## config.mk

```make
export PLATFORM = sky130hd
export DESIGN_NAME = frequency_sorted_weighted_table_core
export DESIGN_NICKNAME = d
export VERILOG_FILES = /design/src/rtl/fswt_pkg.sv /design/src/rtl/fswt_ram.sv /design/src/rtl/frequency_sorted_weighted_table_core.sv
export SDC_FILE = /design/constraint.sdc
export NUM_CORES = 2
export LEC_CHECK = 0
export BUFFER_PORTS_ARGS = -buffer_cell sky130_fd_sc_hd__buf_2
export CAP_MARGIN = 0
export CORE_UTILIZATION = 57
export DETAILED_ROUTE_END_ITERATION = 12
export PLACE_DENSITY_LB_ADDON = 0.25
export SYNTH_ARGS = -nofsm -noshare
export SYNTH_HDL_FRONTEND = slang
export SYNTH_SLANG_ARGS = --single-unit
```

## constraint.sdc

```tcl
create_clock -name clk -period 8.2 [get_ports clk]
set_input_delay 0 -clock clk [delete_from_list [all_inputs] [get_ports clk]]
set_output_delay 0 -clock clk [all_outputs]
set_load 0.05 [all_outputs]
```

## src/rtl/fswt_pkg.sv

```systemverilog
// fswt_pkg: shared types and constants for the frequency sorted weighted table
// holds beat structs, table entry layout, command and status codes
// no dependencies
package fswt_pkg;

  localparam int TABLE_DEPTH = 64;
  localparam int KEY_WIDTH   = 32;
  localparam int IDX_W       = $clog2(TABLE_DEPTH);
  localparam int USED_W      = $clog2(TABLE_DEPTH + 1);
  localparam int CNT_W       = 32;
  localparam int ENTRY_W     = KEY_WIDTH + CNT_W;

  localparam logic [CNT_W-1:0] SUM_MAX = '1;

  localparam logic [1:0] CMD_ADD    = 2'd0;
  localparam logic [1:0] CMD_LOOKUP = 2'd1;
  localparam logic [1:0] CMD_PICK   = 2'd2;

  localparam logic [1:0] ST_OK    = 2'd0;
  localparam logic [1:0] ST_FULL  = 2'd1;
  localparam logic [1:0] ST_EMPTY = 2'd2;
  localparam logic [1:0] ST_SAT   = 2'd3;

  typedef struct packed {
    logic [1:0]  cmd;
    logic [31:0] key;
    logic [31:0] draw;
  } cmd_beat_t;

  typedef struct packed {
    logic [1:0]  status;
    logic [31:0] count;
    logic [31:0] picked_key;
    logic [31:0] total_count;
  } res_beat_t;

  typedef struct packed {
    logic [KEY_WIDTH-1:0] key;
    logic [CNT_W-1:0]     count;
  } entry_t;

endpackage

```

## src/rtl/fswt_ram.sv

```systemverilog
// fswt_ram: generic simple dual port ram, one write and one registered read per cycle
// no dependencies
module fswt_ram #(
  parameter int WIDTH = 8,
  parameter int DEPTH = 16
) (
  input  logic                     clk,
  input  logic                     we,
  input  logic [$clog2(DEPTH)-1:0] waddr,
  input  logic [WIDTH-1:0]         wdata,
  input  logic [$clog2(DEPTH)-1:0] raddr,
  output logic [WIDTH-1:0]         rdata
);

  logic [WIDTH-1:0] mem [DEPTH];

  always_ff @(posedge clk) begin
    if (we) begin
      mem[waddr] <= wdata;
    end
    rdata <= mem[raddr];
  end

endmodule

```

## src/rtl/frequency_sorted_weighted_table_core.sv

```systemverilog
// Frequency sorted weighted table. Holds up to TABLE_DEPTH (key, count) entries in one
// ram, kept in descending count order, plus the running total. Add, lookup and pick
// each scan the table from the head, one entry per cycle through the ram read port; an
// add that raises a count then shifts the run of equal counts down one entry per cycle
// through the same port. An empty pick or an unused code skips the scan and goes
// straight to FIN; the longest is an add that moves the last entry to the head. One
// command is in flight at a time; its result waits in the output register while the
// next command is taken. No clearing pass is needed after reset.
// depends on fswt_pkg and fswt_ram
module frequency_sorted_weighted_table_core
  import fswt_pkg::*;
(
  input  logic      clk,
  input  logic      rst,
  input  logic      cmd_valid,
  output logic      cmd_ready,
  input  cmd_beat_t cmd_beat,
  output logic      res_valid,
  input  logic      res_ready,
  output res_beat_t res_beat
);

  typedef enum logic [1:0] {IDLE, SCAN, SHIFT, FIN} state_t;

  state_t               state;
  logic [USED_W-1:0]    used;
  logic [CNT_W-1:0]     sum;
  logic [1:0]           cmd_r;
  logic [KEY_WIDTH-1:0] key_r;
  logic [CNT_W-1:0]     rem;
  logic [USED_W-1:0]    rd_idx;
  logic                 data_v;
  logic [IDX_W-1:0]     data_idx;
  logic [CNT_W-1:0]     prev_cnt;
  logic [IDX_W-1:0]     run_start;
  logic [IDX_W-1:0]     dst;
  logic [CNT_W-1:0]     new_cnt;
  res_beat_t            res_r;

  entry_t               rd_entry;
  logic [ENTRY_W-1:0]   ram_rdata;
  logic                 ram_we;
  logic [IDX_W-1:0]     ram_waddr;
  entry_t               ram_wdata;
  logic [IDX_W-1:0]     ram_raddr;
  logic [USED_W-1:0]    rd_prev;
  logic [IDX_W-1:0]     run_start_eff;
  logic                 scan_hit;
  logic                 scan_miss;
  logic                 scan_issue;
  logic                 shift_issue;
  logic                 shift_last;
  logic                 insert_ok;
  logic                 cmd_fire;
  logic                 out_free;

  assign rd_entry  = entry_t'(ram_rdata);
  assign rd_prev   = rd_idx - 1'b1;
  assign cmd_ready = (state == IDLE);
  assign cmd_fire  = cmd_valid && cmd_ready;
  assign out_free  = !res_valid || res_ready;

  assign run_start_eff = (data_idx == '0 || rd_entry.count != prev_cnt) ? data_idx : run_start;

  assign scan_hit = (state == SCAN) && data_v &&
                    ((cmd_r == CMD_PICK) ? (rem < rd_entry.count) : (rd_entry.key == key_r));
  assign scan_miss   = (state == SCAN) && !data_v && (rd_idx >= used);
  assign scan_issue  = (state == SCAN) && !scan_hit && (rd_idx < used);
  assign shift_issue = (state == SHIFT) && (rd_idx > {1'b0, dst});
  assign shift_last  = (state == SHIFT) && !data_v && (rd_idx == {1'b0, dst});
  assign insert_ok   = (cmd_r == CMD_ADD) && (sum != SUM_MAX) &&
                       (used < USED_W'(TABLE_DEPTH));

  always_comb begin
    ram_raddr = (state == SHIFT) ? rd_prev[IDX_W-1:0] : rd_idx[IDX_W-1:0];
    ram_we    = 1'b0;
    ram_waddr = data_idx + 1'b1;
    ram_wdata = rd_entry;
    if (scan_miss && insert_ok) begin
      ram_we    = 1'b1;
      ram_waddr = used[IDX_W-1:0];
      ram_wdata = '{key: key_r, count: CNT_W'(1)};
    end else if (state == SHIFT && data_v) begin
      ram_we = 1'b1;
    end else if (shift_last) begin
      ram_we    = 1'b1;
      ram_waddr = dst;
      ram_wdata = '{key: key_r, count: new_cnt};
    end
  end

  fswt_ram #(
    .WIDTH(ENTRY_W),
    .DEPTH(TABLE_DEPTH)
  ) u_ram (
    .clk  (clk),
    .we   (ram_we),
    .waddr(ram_waddr),
    .wdata(ram_wdata),
    .raddr(ram_raddr),
    .rdata(ram_rdata)
  );

  always_ff @(posedge clk) begin
    if (rst) begin
      state     <= IDLE;
      used      <= '0;
      sum       <= '0;
      data_v    <= 1'b0;
      res_valid <= 1'b0;
    end else begin
      data_v   <= scan_issue || shift_issue;
      data_idx <= ram_raddr;
      if (state == FIN && out_free) begin
        res_valid <= 1'b1;
      end else if (res_ready) begin
        res_valid <= 1'b0;
      end
      case (state)
        IDLE: begin
          if (cmd_fire) begin
            cmd_r  <= cmd_beat.cmd;
            key_r  <= KEY_WIDTH'(cmd_beat.key);
            rem    <= cmd_beat.draw;
            rd_idx <= '0;
            if (cmd_beat.cmd == CMD_ADD || cmd_beat.cmd == CMD_LOOKUP ||
                (cmd_beat.cmd == CMD_PICK && used != '0 && cmd_beat.draw < sum)) begin
              res_r <= '{status: ST_OK, count: '0, picked_key: '0, total_count: '0};
              state <= SCAN;
            end else begin
              res_r <= '{status: ST_EMPTY, count: '0, picked_key: '0, total_count: '0};
              state <= FIN;
            end
          end
        end
        SCAN: begin
          if (scan_issue) begin
            rd_idx <= rd_idx + 1'b1;
          end
          if (data_v) begin
            prev_cnt  <= rd_entry.count;
            run_start <= run_start_eff;
            if (cmd_r == CMD_PICK && !scan_hit) begin
              rem <= rem - rd_entry.count;
            end
          end
          if (scan_hit) begin
            case (cmd_r)
              CMD_PICK: begin
                res_r.picked_key <= 32'(rd_entry.key);
                state            <= FIN;
              end
              CMD_LOOKUP: begin
                res_r.count <= rd_entry.count;
                state       <= FIN;
              end
              default: begin
                if (sum == SUM_MAX) begin
                  res_r.status <= ST_SAT;
                  res_r.count  <= rd_entry.count;
                  state        <= FIN;
                end else begin
                  new_cnt     <= rd_entry.count + 1'b1;
                  res_r.count <= rd_entry.count + 1'b1;
                  sum         <= sum + 1'b1;
                  dst         <= run_start_eff;
                  rd_idx      <= {1'b0, data_idx};
                  state       <= SHIFT;
                end
              end
            endcase
          end else if (scan_miss) begin
            state <= FIN;
            if (cmd_r != CMD_ADD) begin
              res_r.status <= ST_EMPTY;
            end else if (sum == SUM_MAX) begin
              res_r.status <= ST_SAT;
            end else if (!insert_ok) begin
              res_r.status <= ST_FULL;
            end else begin
              used        <= used + 1'b1;
              sum         <= sum + 1'b1;
              res_r.count <= CNT_W'(1);
            end
          end
        end
        SHIFT: begin
          if (shift_issue) begin
            rd_idx <= rd_prev;
          end
          if (shift_last) begin
            state <= FIN;
          end
        end
        FIN: begin
          if (out_free) begin
            res_beat <= '{status: res_r.status, count: res_r.count,
                          picked_key: res_r.picked_key, total_count: sum};
            state    <= IDLE;
          end
        end
        default: state <= IDLE;
      endcase
    end
  end

endmodule

```

==> summary.txt <==
Clock Skew: 51.57 ps
Synth Flop Type: edfxtp_1
Initial Utilization: 57.36%
CTS max path bufs: 4
HPWL Detailed: 255.9 mm
port bufs: 169
peak supply drop: 0.3531 mV
Final setup viols: 0
total gr overflow: 0
Yosys top cell area share: 75.46%
routed vias: 86896
# DRC: 0
Post-Synthesis Cells: 7930
footprint of the multi-input gates: 39950 sq um
area leader, netlist: edfxtp_1
TritonCTS clock tree: built
relative slew slack: 10.29%
Top Ports: 170
Hold Vio Cnt, Final: 0
Sink Count: 4522
Crit Path Max Fanout: 23
Slowest-stage cell, CP: nor2_4
first-pass GRT wire length: 643.7 mm
Pleak: 63.04 nW
CTS-repair resized insts: 0
number of vias per cell: 6.670
Final Net Count: 8697
Worst path max stage delay: 1230 ps
Worst Reg-to-Reg Cells: 10
fin util: 65.26%
Final period util: 73.86%
Data arrival, critical path: 6650 ps
status: finished clean
register area: 134700 sq um
Max Fclk: 165.1 MHz
post-route setup TNS: 0 ps
drt first pass iters: 8
Hold Path Class: in -> reg
Seq/Total Area, Yosys: 76.68%
Die Y: 557.2 um
Cell Area, Synth: 175700 sq um
H-tree levels: 5
CTS clk-pin slew, worst paths: 60 ps
delay-heaviest family, CP: simple AND/OR/NAND/NOR gates
DR WL/cell: 34.73 um
post-route ant nets: 0
clk root buf: clkbuf_16
fill count: 19435
Design Area, Final: 199900 sq um
Worst setup SP type: flop
critical path, cell by cell: inv_1 > ha_1 > clkinv_1 > or3_2 > nor2_1 > a21oi_1 > mux2i_1 > nand3_1 > nor2_4 > buf_4
initial detailed-routing violation count: 12206
WP buf/inv: 3
Worst Setup EP: u_ram.mem[58][23]
post-CTS repair timing setup buffer count: 0
Async SR Flop Fraction: 0%
Final min period: 6056 ps
pwr dens: 377.2 nW/um^2
Ys Warns: 0
Max-Cap Viols: 0
Detailed Route WL: 452.4 mm
Final Max Tran Viols: 0
cts hold-fix bufs: 135
CP startpoint: state[0]
Area Overhead vs Synth: 13.78%
Die ar.: 310500 sq um
CTS buffer count: 436
Yosys reg bits: 4522
RePlAce Congestion: 0.8690
RR Startpoint: state[0]
Synth area leaders: edfxtp_1 (75%), mux4_2 (16%), dfxtp_1 (1.2%), nand2_1 (0.88%), xnor2_1 (0.66%)
largest net degree at the start of global routing: 110
post-synthesis cell type count: 78
Worst-Margin Slew: 1346 ps
Syn Area/Cell: 22.16 sq um
clk_lat worst skew: 990 ps
RSZ-0062 raised after global routing: false
share of cells above drive strength 1: 28.91%
site row count: 203
GRT Total Usage: 29.42%
Post-synth EDFFs: 4415
Die Span X: 557.2 um
WS Path Type: reg -> reg
Syn Nets: 8093
r2r endpoint: u_ram.mem[58][23]
CP Depth: 10
Core ar.: 306300 sq um
crit path capture type: flop
initial antenna violation count: 26
vias in the first global route: 87556
flop-to-flop setup slack: 2140 ps
dpl cell area: 183700 sq um
Hold Crit Depth: 3
WP data required: 8800 ps
## Yosys cell counts, drive strengths merged (6+ instances only)
library cell	number
nor3	35
nand2	414
or4	33
o21ai	50
xor2	39
mux2i	11
and2	40
o31ai	30
mux2	65
or3	16
xnor2	133
a21o	20
nor3b	6
a31oi	71
a211oi	7
inv	106
nand3b	6
nand3	54
clkbuf	289
a21oi	112
edfxtp	4415
o21a	6
nor2b	10
mux4	1280
buf	112
ha	92
nand4	41
dfxtp	107
nor4	20
o21bai	7
nor2	151
nand2b	11
and3	77
or2	6
o211ai	10
## layout make-up
| class | instances | share of cell area [%] |
|---|---|---|
| sequential | 4522 | 67.39 |
| timing repair buffer | 567 | 2.412 |
| multi-input combinational | 2897 | 19.98 |
| clock buffer | 559 | 5.846 |
| inverter | 110 | 0.2115 |
| tap | 4100 | 2.566 |
| antenna | 14 | 0.01752 |
| clock inverter | 259 | 1.573 |
## where the power goes
part / switching, W / internal, W
logic: 0.0145 / 0.0100
clock network: 0.00872 / 0.0120
registers: 0.000674 / 0.0295
total: 0.0239 / 0.0515
## worst min path at each step
stage | endpoint | from | slack (ps)
2_1_floorplan | cmd_r[0] | cmd_beat[64] | 100
3_3_place_gp | key_r[3] | cmd_beat[35] | 180
3_5_place_dp | key_r[18] | cmd_beat[50] | 180
4_1_cts | rem[29] | cmd_beat[29] | 20
5_1_grt | rem[29] | cmd_beat[29] | 50
6_report | rem[29] | cmd_beat[29] | 80
## cells in the final DEF, fill, tap and decap left out, types with 18 or more instances in the layout
cell type / instances
o31ai_1: 29
and2_1: 40
nand4_1: 40
buf_2: 169
nor2_4: 59
clkbuf_1: 96
clkbuf_16: 440
xnor2_1: 131
buf_4: 211
xor2_1: 37
ha_1: 90
clkinv_1: 64
clkbuf_8: 23
clkinvlp_4: 24
nand3_1: 49
o21ai_0: 48
nand2_1: 413
a21oi_1: 77
nor4_1: 18
edfxtp_1: 4415
bufinv_16: 60
and3_1: 76
or4_1: 33
mux2_2: 64
mux4_2: 1280
nor2_1: 92
a21o_1: 20
a31oi_1: 71
buf_12: 52
clkinv_2: 84
a21oi_4: 33
nor3_1: 26
dlygate4sd3_1: 135
dfxtp_1: 107
inv_1: 104
## sequential cells by signal (all words and copies together) (netlist names)
register and cells:
cmd_r 2, data_idx 6, data_v 1, dst 6, key_r 32, new_cnt 32, prev_cnt 32, rd_idx 7
rem 32, res_beat 98, res_r 66, res_valid 1, run_start 6, state 2, sum 32, u_ram.mem 4096
u_ram.rdata 64, used 7
## logic make-up (layout without fill, tap and decap cells)
logic type,after synthesis,count (layout),share of synthesized area [%]
flops,4522,4522,76.68
mux,1356,1356,16.89
simple gates,928,928,2.517
buf+inv,511,1495,1.145
compound gates,348,348,1.250
xor+xnor,172,172,0.8574
fa+ha+maj,93,93,0.6665
other cells,0,14,0
## layer usage
layer	track usage (%)	part of all wire, %
met4	9.695	3.6
met1	41.75	38
met2	46.56	48
met3	5.776	11
met5	0	0.0060
## tightest hold or removal path: stages
cell and delay (ps):
dlygate4sd3_1 520, buf_2 230, mux2_2 190
## stage by stage
step	std cells	hold WS, ps	total power (W)	setup WS, ps
after floorplan	7930	98.87	0.04638	605.3
after detailed placement	12061	179.2	0.05509	2299
final	13028	81.69	0.07540	2144
after CTS	13014	23.31	0.07576	2236
after global placement	12061	177.6	0.05463	2466
after global routing	13018	52.36	0.07777	1896
Power figures use the tool's default switching activity.
